==> config.mk <==
export PLATFORM = sky130hd
export DESIGN_NAME = stick_direction_repeater_flat
export DESIGN_NICKNAME = d
export VERILOG_FILES = /design/src/hdl/sdr_pkg.sv /design/src/hdl/sdr_if.sv /design/src/hdl/sdr_cfg.sv /design/src/hdl/stick_direction_repeater.sv /design/src/flat_wrapper.sv
export VERILOG_INCLUDE_DIRS = /design/src /design/src/hdl
export SDC_FILE = /design/constraint.sdc
export NUM_CORES = 2
export LEC_CHECK = 0
export BUFFER_PORTS_ARGS = -buffer_cell sky130_fd_sc_hd__clkbuf_2
export CAP_MARGIN = 20
export CORE_MARGIN = 4
export CORE_UTILIZATION = 36
export CTS_CLUSTER_SIZE = 14
export DETAILED_ROUTE_END_ITERATION = 10
export GPL_TIMING_DRIVEN = 0
export RECOVER_POWER = 100
export SLEW_MARGIN = 10
export SYNTH_ARGS = -nofsm -noshare
export SYNTH_HDL_FRONTEND = slang
export SYNTH_SLANG_ARGS = --single-unit
==> constraint.sdc <==
create_clock -name clk -period 15.6 [get_ports clk]
set_input_delay 1.56 -clock clk [delete_from_list [all_inputs] [get_ports clk]]
set_output_delay 1.56 -clock clk [all_outputs]
set_load 0.02 [all_outputs]
==> src/hdl/stick_direction_repeater_assert.svh <==
// assertion macros shared by the stick direction repeater
`ifndef STICK_DIRECTION_REPEATER_ASSERT_SVH
`define STICK_DIRECTION_REPEATER_ASSERT_SVH

// consequent holds in the same cycle as the antecedent
`define SDR_ASSERT_SAME(lbl, clk_s, rst_s, ante, cons, msg) \
  lbl: assert property (@(posedge clk_s) disable iff (rst_s) (ante) |-> (cons)) \
    else $error(msg);

// consequent holds in the cycle after the antecedent
`define SDR_ASSERT_NEXT(lbl, clk_s, rst_s, ante, cons, msg) \
  lbl: assert property (@(posedge clk_s) disable iff (rst_s) (ante) |=> (cons)) \
    else $error(msg);

`endif

==> src/hdl/sdr_pkg.sv <==
package sdr_pkg;

  // field widths
  localparam int unsigned XY_W  = 16;
  localparam int unsigned DT_W  = 16;
  localparam int unsigned THR_W = 15;
  localparam int unsigned SQ_W  = 2 * THR_W;
  localparam int unsigned MAG_W = 32;
  localparam int unsigned TMR_W = 24;
  localparam int unsigned CD_W  = 25;
  localparam int unsigned CFG_W = 24;

  // direction codes
  typedef logic [2:0] dir_t;
  localparam dir_t DIR_NONE  = 3'd0;
  localparam dir_t DIR_UP    = 3'd1;
  localparam dir_t DIR_DOWN  = 3'd2;
  localparam dir_t DIR_LEFT  = 3'd3;
  localparam dir_t DIR_RIGHT = 3'd4;

  // register indexes
  typedef logic [1:0] reg_idx_t;
  localparam reg_idx_t REG_ENTER   = 2'd0;
  localparam reg_idx_t REG_RELEASE = 2'd1;
  localparam reg_idx_t REG_INITIAL = 2'd2;
  localparam reg_idx_t REG_REPEAT  = 2'd3;

  // reset values, thresholds kept as their squares
  localparam logic [SQ_W-1:0]  ENTER_SQ_RST   = SQ_W'(16384 * 16384);
  localparam logic [SQ_W-1:0]  RELEASE_SQ_RST = SQ_W'(8192 * 8192);
  localparam logic [TMR_W-1:0] INITIAL_RST    = TMR_W'(400000);
  localparam logic [TMR_W-1:0] REPEAT_RST     = TMR_W'(100000);

  // settings handed from the register block to the datapath
  typedef struct packed {
    logic [SQ_W-1:0]  enter_sq;
    logic [SQ_W-1:0]  release_sq;
    logic [TMR_W-1:0] initial_delay;
    logic [TMR_W-1:0] repeat_interval;
  } cfg_t;

endpackage

==> src/hdl/sdr_if.sv <==
// stick sample channel
interface sdr_sample_if;
  logic                                valid;
  logic                                ready;
  logic signed [sdr_pkg::XY_W-1:0]     stick_x;
  logic signed [sdr_pkg::XY_W-1:0]     stick_y;
  logic        [sdr_pkg::DT_W-1:0]     elapsed_time;

  modport source (output valid, stick_x, stick_y, elapsed_time, input ready);
  modport sink   (input valid, stick_x, stick_y, elapsed_time, output ready);
endinterface

// direction event channel
interface sdr_event_if;
  logic          valid;
  logic          ready;
  sdr_pkg::dir_t direction_event;

  modport source (output valid, direction_event, input ready);
  modport sink   (input valid, direction_event, output ready);
endinterface

==> src/hdl/sdr_cfg.sv <==
module sdr_cfg (
  input  logic              clk,
  input  logic              rst,
  input  logic              wr_en,
  input  sdr_pkg::reg_idx_t wr_index,
  input  logic [sdr_pkg::CFG_W-1:0] wr_data,
  output sdr_pkg::cfg_t     cfg
);

  logic [sdr_pkg::THR_W-1:0] thr;
  logic [sdr_pkg::SQ_W-1:0]  thr_sq;

  // thresholds are squared once on write
  assign thr    = wr_data[sdr_pkg::THR_W-1:0];
  assign thr_sq = sdr_pkg::SQ_W'(thr * thr);

  // register file
  always_ff @(posedge clk) begin
    if (rst) begin
      cfg.enter_sq        <= sdr_pkg::ENTER_SQ_RST;
      cfg.release_sq      <= sdr_pkg::RELEASE_SQ_RST;
      cfg.initial_delay   <= sdr_pkg::INITIAL_RST;
      cfg.repeat_interval <= sdr_pkg::REPEAT_RST;
    end else if (wr_en) begin
      unique case (wr_index)
        sdr_pkg::REG_ENTER:   cfg.enter_sq        <= thr_sq;
        sdr_pkg::REG_RELEASE: cfg.release_sq      <= thr_sq;
        sdr_pkg::REG_INITIAL: cfg.initial_delay   <= wr_data[sdr_pkg::TMR_W-1:0];
        sdr_pkg::REG_REPEAT:  cfg.repeat_interval <= wr_data[sdr_pkg::TMR_W-1:0];
        default: ;
      endcase
    end
  end

endmodule

==> src/hdl/stick_direction_repeater.sv <==
// a sample passes the input stage, magnitude stage and result register to the output
// throughput: one sample per cycle while events.ready is high; a low events.ready
// stalls the single squaring stage and the state update stage back to samples.ready
// reset: synchronous, clears held direction and countdown, restores register defaults
module stick_direction_repeater (
  input  logic                      clk,
  input  logic                      rst,
  sdr_sample_if.sink                samples,
  sdr_event_if.source               events,
  input  logic                      wr_en,
  input  sdr_pkg::reg_idx_t         wr_index,
  input  logic [sdr_pkg::CFG_W-1:0] wr_data
);

`include "stick_direction_repeater_assert.svh"

  sdr_pkg::cfg_t cfg;

  // input stage
  logic                              s1_valid;
  logic signed [sdr_pkg::XY_W-1:0]   s1_x;
  logic signed [sdr_pkg::XY_W-1:0]   s1_y;
  logic        [sdr_pkg::DT_W-1:0]   s1_dt;

  // magnitude stage
  logic                              s2_valid;
  logic        [sdr_pkg::MAG_W-1:0]  s2_mag;
  sdr_pkg::dir_t                     s2_dir;
  logic        [sdr_pkg::DT_W-1:0]   s2_dt;

  // result register and state
  logic                              o_valid;
  sdr_pkg::dir_t                     o_event;
  sdr_pkg::dir_t                     held_direction;
  sdr_pkg::dir_t                     held_direction_next;
  logic        [sdr_pkg::CD_W-1:0]   repeat_countdown;
  logic        [sdr_pkg::CD_W-1:0]   repeat_countdown_next;
  sdr_pkg::dir_t                     event_next;

  logic                              o_load;
  logic                              s2_en;
  logic                              s1_en;

  logic signed [sdr_pkg::MAG_W-1:0]  sq_x;
  logic signed [sdr_pkg::MAG_W-1:0]  sq_y;
  logic        [sdr_pkg::MAG_W-1:0]  mag;
  logic        [sdr_pkg::XY_W-1:0]   ax;
  logic        [sdr_pkg::XY_W-1:0]   ay;
  sdr_pkg::dir_t                     dir;

  logic                              below_enter;
  logic                              below_release;
  logic        [sdr_pkg::CD_W:0]     left;
  logic                              left_pos;

  sdr_cfg u_cfg (
    .clk      (clk),
    .rst      (rst),
    .wr_en    (wr_en),
    .wr_index (wr_index),
    .wr_data  (wr_data),
    .cfg      (cfg)
  );

  // pipeline flow control
  assign o_load        = s2_valid && (!o_valid || events.ready);
  assign s2_en         = !s2_valid || o_load;
  assign s1_en         = !s1_valid || s2_en;
  assign samples.ready = s1_en;

  always_ff @(posedge clk) begin
    if (rst) begin
      s1_valid <= 1'b0;
    end else if (s1_en) begin
      s1_valid <= samples.valid;
    end
  end

  always_ff @(posedge clk) begin
    if (s1_en) begin
      s1_x  <= samples.stick_x;
      s1_y  <= samples.stick_y;
      s1_dt <= samples.elapsed_time;
    end
  end

  // squared magnitude and dominant axis
  assign sq_x = s1_x * s1_x;
  assign sq_y = s1_y * s1_y;
  assign mag  = {1'b0, sq_x[sdr_pkg::MAG_W-2:0]} + {1'b0, sq_y[sdr_pkg::MAG_W-2:0]};
  assign ax   = s1_x[sdr_pkg::XY_W-1] ? sdr_pkg::XY_W'(-s1_x) : s1_x;
  assign ay   = s1_y[sdr_pkg::XY_W-1] ? sdr_pkg::XY_W'(-s1_y) : s1_y;

  // vertical axis wins a tie, zero vector counts as down
  always_comb begin
    if (ax > ay) begin
      dir = s1_x[sdr_pkg::XY_W-1] ? sdr_pkg::DIR_LEFT : sdr_pkg::DIR_RIGHT;
    end else begin
      dir = s1_y[sdr_pkg::XY_W-1] ? sdr_pkg::DIR_UP : sdr_pkg::DIR_DOWN;
    end
  end

  always_ff @(posedge clk) begin
    if (rst) begin
      s2_valid <= 1'b0;
    end else if (s2_en) begin
      s2_valid <= s1_valid;
    end
  end

  always_ff @(posedge clk) begin
    if (s2_en) begin
      s2_mag <= mag;
      s2_dir <= dir;
      s2_dt  <= s1_dt;
    end
  end

  // hysteresis compares and countdown
  assign below_enter   = s2_mag < {2'b0, cfg.enter_sq};
  assign below_release = s2_mag < {2'b0, cfg.release_sq};
  assign left          = {1'b0, repeat_countdown} - {10'b0, s2_dt};
  assign left_pos      = !left[sdr_pkg::CD_W] && (left != '0);

  // press, release and repeat decisions
  always_comb begin
    held_direction_next   = held_direction;
    repeat_countdown_next = repeat_countdown;
    event_next            = sdr_pkg::DIR_NONE;
    priority if (held_direction == sdr_pkg::DIR_NONE && below_enter) begin
      held_direction_next = sdr_pkg::DIR_NONE;
    end else if (held_direction != sdr_pkg::DIR_NONE && below_release) begin
      held_direction_next   = sdr_pkg::DIR_NONE;
      repeat_countdown_next = '0;
    end else if (s2_dir != held_direction) begin
      held_direction_next   = s2_dir;
      repeat_countdown_next = {1'b0, cfg.initial_delay};
      event_next            = s2_dir;
    end else if (left_pos) begin
      repeat_countdown_next = left[sdr_pkg::CD_W-1:0];
    end else begin
      repeat_countdown_next = {1'b0, cfg.repeat_interval};
      event_next            = held_direction;
    end
  end

  // state and result register
  always_ff @(posedge clk) begin
    if (rst) begin
      held_direction   <= sdr_pkg::DIR_NONE;
      repeat_countdown <= '0;
      o_valid          <= 1'b0;
    end else begin
      if (o_load) begin
        held_direction   <= held_direction_next;
        repeat_countdown <= repeat_countdown_next;
      end
      if (o_load) begin
        o_valid <= 1'b1;
      end else if (events.ready) begin
        o_valid <= 1'b0;
      end
    end
  end

  always_ff @(posedge clk) begin
    if (o_load) begin
      o_event <= event_next;
    end
  end

  assign events.valid           = o_valid;
  assign events.direction_event = o_event;

  // checks
  `SDR_ASSERT_SAME(a_idle_countdown_clear, clk, rst,
    held_direction == sdr_pkg::DIR_NONE, repeat_countdown == '0,
    "countdown not clear while nothing is held")
  `SDR_ASSERT_NEXT(a_event_matches_held, clk, rst,
    o_load && event_next != sdr_pkg::DIR_NONE,
    held_direction == events.direction_event,
    "reported direction differs from held direction")
  `SDR_ASSERT_NEXT(a_state_only_on_transaction, clk, rst,
    !o_load, held_direction == $past(held_direction),
    "held direction changed without a transaction")
  `SDR_ASSERT_NEXT(a_stage_holds_when_stalled, clk, rst,
    s2_valid && !o_load, s2_valid && $stable(s2_mag) && $stable(s2_dir),
    "stalled sample lost in magnitude stage")

endmodule
==> src/flat_wrapper.sv <==
// flat-port wrapper written by rule: the top's interface ports become plain ports
module stick_direction_repeater_flat 
  (clk, rst, wr_en, wr_index, wr_data, samples_valid, samples_stick_x, samples_stick_y, samples_elapsed_time, samples_ready, events_valid, events_direction_event, events_ready);
  sdr_sample_if samples_i ();
  sdr_event_if events_i ();
  input  logic clk;
  input  logic rst;
  input  logic wr_en;
  input  sdr_pkg::reg_idx_t wr_index;
  input  logic [sdr_pkg::CFG_W-1:0] wr_data;
  input wire logic [$bits(samples_i.valid)-1:0] samples_valid;
  input wire logic [$bits(samples_i.stick_x)-1:0] samples_stick_x;
  input wire logic [$bits(samples_i.stick_y)-1:0] samples_stick_y;
  input wire logic [$bits(samples_i.elapsed_time)-1:0] samples_elapsed_time;
  output wire logic [$bits(samples_i.ready)-1:0] samples_ready;
  output wire logic [$bits(events_i.valid)-1:0] events_valid;
  output wire logic [$bits(events_i.direction_event)-1:0] events_direction_event;
  input wire logic [$bits(events_i.ready)-1:0] events_ready;
  assign samples_i.valid = samples_valid;
  assign samples_i.stick_x = samples_stick_x;
  assign samples_i.stick_y = samples_stick_y;
  assign samples_i.elapsed_time = samples_elapsed_time;
  assign samples_ready = samples_i.ready;
  assign events_valid = events_i.valid;
  assign events_direction_event = events_i.direction_event;
  assign events_i.ready = events_ready;
  stick_direction_repeater u_core (.clk(clk), .rst(rst), .samples(samples_i), .events(events_i), .wr_en(wr_en), .wr_index(wr_index), .wr_data(wr_data));
endmodule
==> reports/metrics.csv <==
metric;value;unit
ys.flop_type;dfxtp_1;
cp_max_fo;10;
die_x;327.7;µm
drt_iter0_markers;1737;
vias;27110;
tightest_slew;2.309;ns
status;finished with violations;
cts.sinks;239;
gp_congestion;0.8828;
yosysMostFrequentCell;inv_1;
cts_setup_buffers;0;
pre_cts_ws;5.333;ns
fmax;97.35;MHz
syn-instance-count;4048;
cap_violations;2;
die-area;107400;µm²
hold_class;reg -> reg;
h-tree-depth;1;
arrival;10.61;ns
cts_resized;0;
startpoint_type;register;
syn2layout_area_growth;8.446;%
cts-root-buf;clkbuf_16;
globalRouteTotalUtil;17.94;%
io_pins;84;
drt_pass1_iterations;5;
synth_cell_types;90;
grt_pass1_vias;28590;
cts_tree;built;
crit_path_end_kind;register;
async_flop_share;0;%
numCtsBuffers;30;
start_util;36.22;%
cp-startpoint;u_core.s1_x[6];
cpMostUsedCell;fa_1;
setup_tns;0;ns
hold_buffers;0;
slew_violations;69;
grt.met1_usage;24.67;%
reg2reg_from;u_core.s1_x[6];
grt_max_degree;36;
routed_wl;94730;µm
synth_nets;5113;
grt_util_met2;30.82;%
grt_antenna_before_repair;2;
clk_path_buf_depth;3;
port_buffers;81;
synth_top_area_share;32.21;%
synth_edf_count;102;
relSlewSlack;-53.94;%
synth.avg_cell_area;9.090;µm²
viasPerCell;4.880;
violations;max-capacitance violations, max-slew violations;
rows;117;
finalSetupViolations;0;
route.detailed.drc;0;
n_fill_cell;10300;
max_stage_delay;0.82;ns
critPathTopFamily;adder cells;
ys.warnings.count;0;
grt_pass1_wl;154200;µm
min_period;10.27;ns
criticalPathCategory;reg -> reg;
routedWlPerCell;17.05;µm
syn_area;36800;µm²
grt.busiest_layer;met2;
final.period_utilization;65.85;%
rsz0062_at_grt;false;
antenna_left;0;
dpl.hpwl;78990;µm
clkSlewWorstSetupHoldPaths;0.06;ns
synth.largest_area_cell;fa_1;
required;15.93;ns
fp.dieH;327.7;µm
drive_gt1_share;4.084;%
ys_ff_latch;239;
cp_slowest_cell;a2111oi_0;
setup_slack;5.328;ns
final_nets;5228;
hp-start;u_core.s1_dt[3];
synthTopCellsByArea;fa_1 (32%), ha_1 (13%), inv_1 (9.2%);
finalHoldViolations;0;
grt_overflow_total;0;
synth_common_cells;inv_1 (906), fa_1 (592), nand2_1 (453);
critical_path_buf_inv_count;5;
met3_usage;1.931;%
skew;0.04274;ns
clock_latency;0.64;ns
yosysSeqAreaShare;15.78;%
core_area;101600;µm²
## flip-flops by register name (all words and copies together), names as in the netlist
register and count:
u_core.events.valid 1, u_core.s1_dt 16, u_core.s2_dt 16, u_core.s2_valid 1
u_core.events.direction_event 3, u_core.s2_dir 3, u_core.repeat_countdown 25, u_core.u_cfg.cfg 106
u_core.s1_valid 1, u_core.s2_mag 32, u_core.held_direction 3, u_core.s1_y 16
u_core.s1_x 16
## kinds of logic after synthesis
logic type	after synthesis	synth area share, %
compound gates	578	10.44
xor+xnor	189	4.499
fa+ha+maj	986	45.61
buf+inv	1043	10.70
flops	239	15.78
mux	5	0.1462
simple gates	1008	12.83
## cells in the final DEF, fill, tap and decap left out, types with 13 or more instances in the layout
cell / synthesis / routed
a211oi_1: 20 / 21
a21o_1: 57 / 57
a21oi_1: 210 / 210
a221o_1: 13 / 13
a22o_1: 13 / 13
and2_1: 118 / 113
clkbuf_1: 116 / 136
clkbuf_16: 0 / 32
clkbuf_2: 0 / 71
dfxtp_1: 137 / 137
edfxtp_1: 102 / 102
fa_1: 592 / 592
ha_1: 394 / 394
inv_1: 906 / 906
nand2_1: 453 / 453
nand2b_1: 25 / 25
nand3_1: 49 / 49
nand4_1: 17 / 17
nor2_1: 174 / 175
nor2b_1: 22 / 22
nor3_1: 45 / 45
o211ai_1: 21 / 21
o21a_1: 29 / 29
o21ai_0: 74 / 76
o21bai_1: 14 / 14
o31ai_1: 14 / 15
or2_2: 15 / 15
or3_1: 31 / 31
xnor2_1: 145 / 145
xor2_1: 44 / 44
## layer usage
layer | vias to the layer above | part of all wire (%)
li1 | 13020 | -
met1 | 13390 | 46
met2 | 578 | 48
met3 | 126 | 4.0
met4 | 0 | 2.2
met5 | - | 0
## final cells by class
class	instances	area [µm²]	share of cell area, %
diodes	1	2.502	0.006271
multi-input cells	2766	27010	67.68
flip-flops and latches	239	5806	14.55
clock buffers	35	822.0	2.060
plain buffers	130	495.5	1.242
inverters	913	3427	8.588
clock inverters	21	232.7	0.5832
well taps	1368	1712	4.289
repair buffers	83	400.4	1.003
## worst register-to-register path: cells and delay by family (launching register included)
kind | cells | cell delay (ns)
fa+ha+maj | 8 | 3.71
compound gates | 15 | 3.56
flops | 1 | 0.38
simple gates | 4 | 0.56
buf+inv | 5 | 1.42
xor+xnor | 1 | 0.37
## final timing paths
check        cells past startpoint  slack [ns]                end
max reg2reg                     33        5.33  u_core.s2_mag[31]
min reg2reg                      0        0.42    u_core.s2_dt[3]
max                             33        5.33  u_core.s2_mag[31]
min                              0        0.42    u_core.s2_dt[3]
## through the flow
step	util (%)	hold slack, ns	instances	cell area [µm²]
floorplan	-	0.4003	4048	36800
global placement	38.30	0.4039	5497	38910
detailed placement	38.35	0.4054	5499	38960
CTS	39.39	0.4241	5555	40020
global route	39.28	0.4272	5555	39900
finish	39.28	0.4211	5556	39900
Power is left out: the tool's default activity adds up to more than one toggle a clock period on the data nets, which glitch-free logic cannot reach.
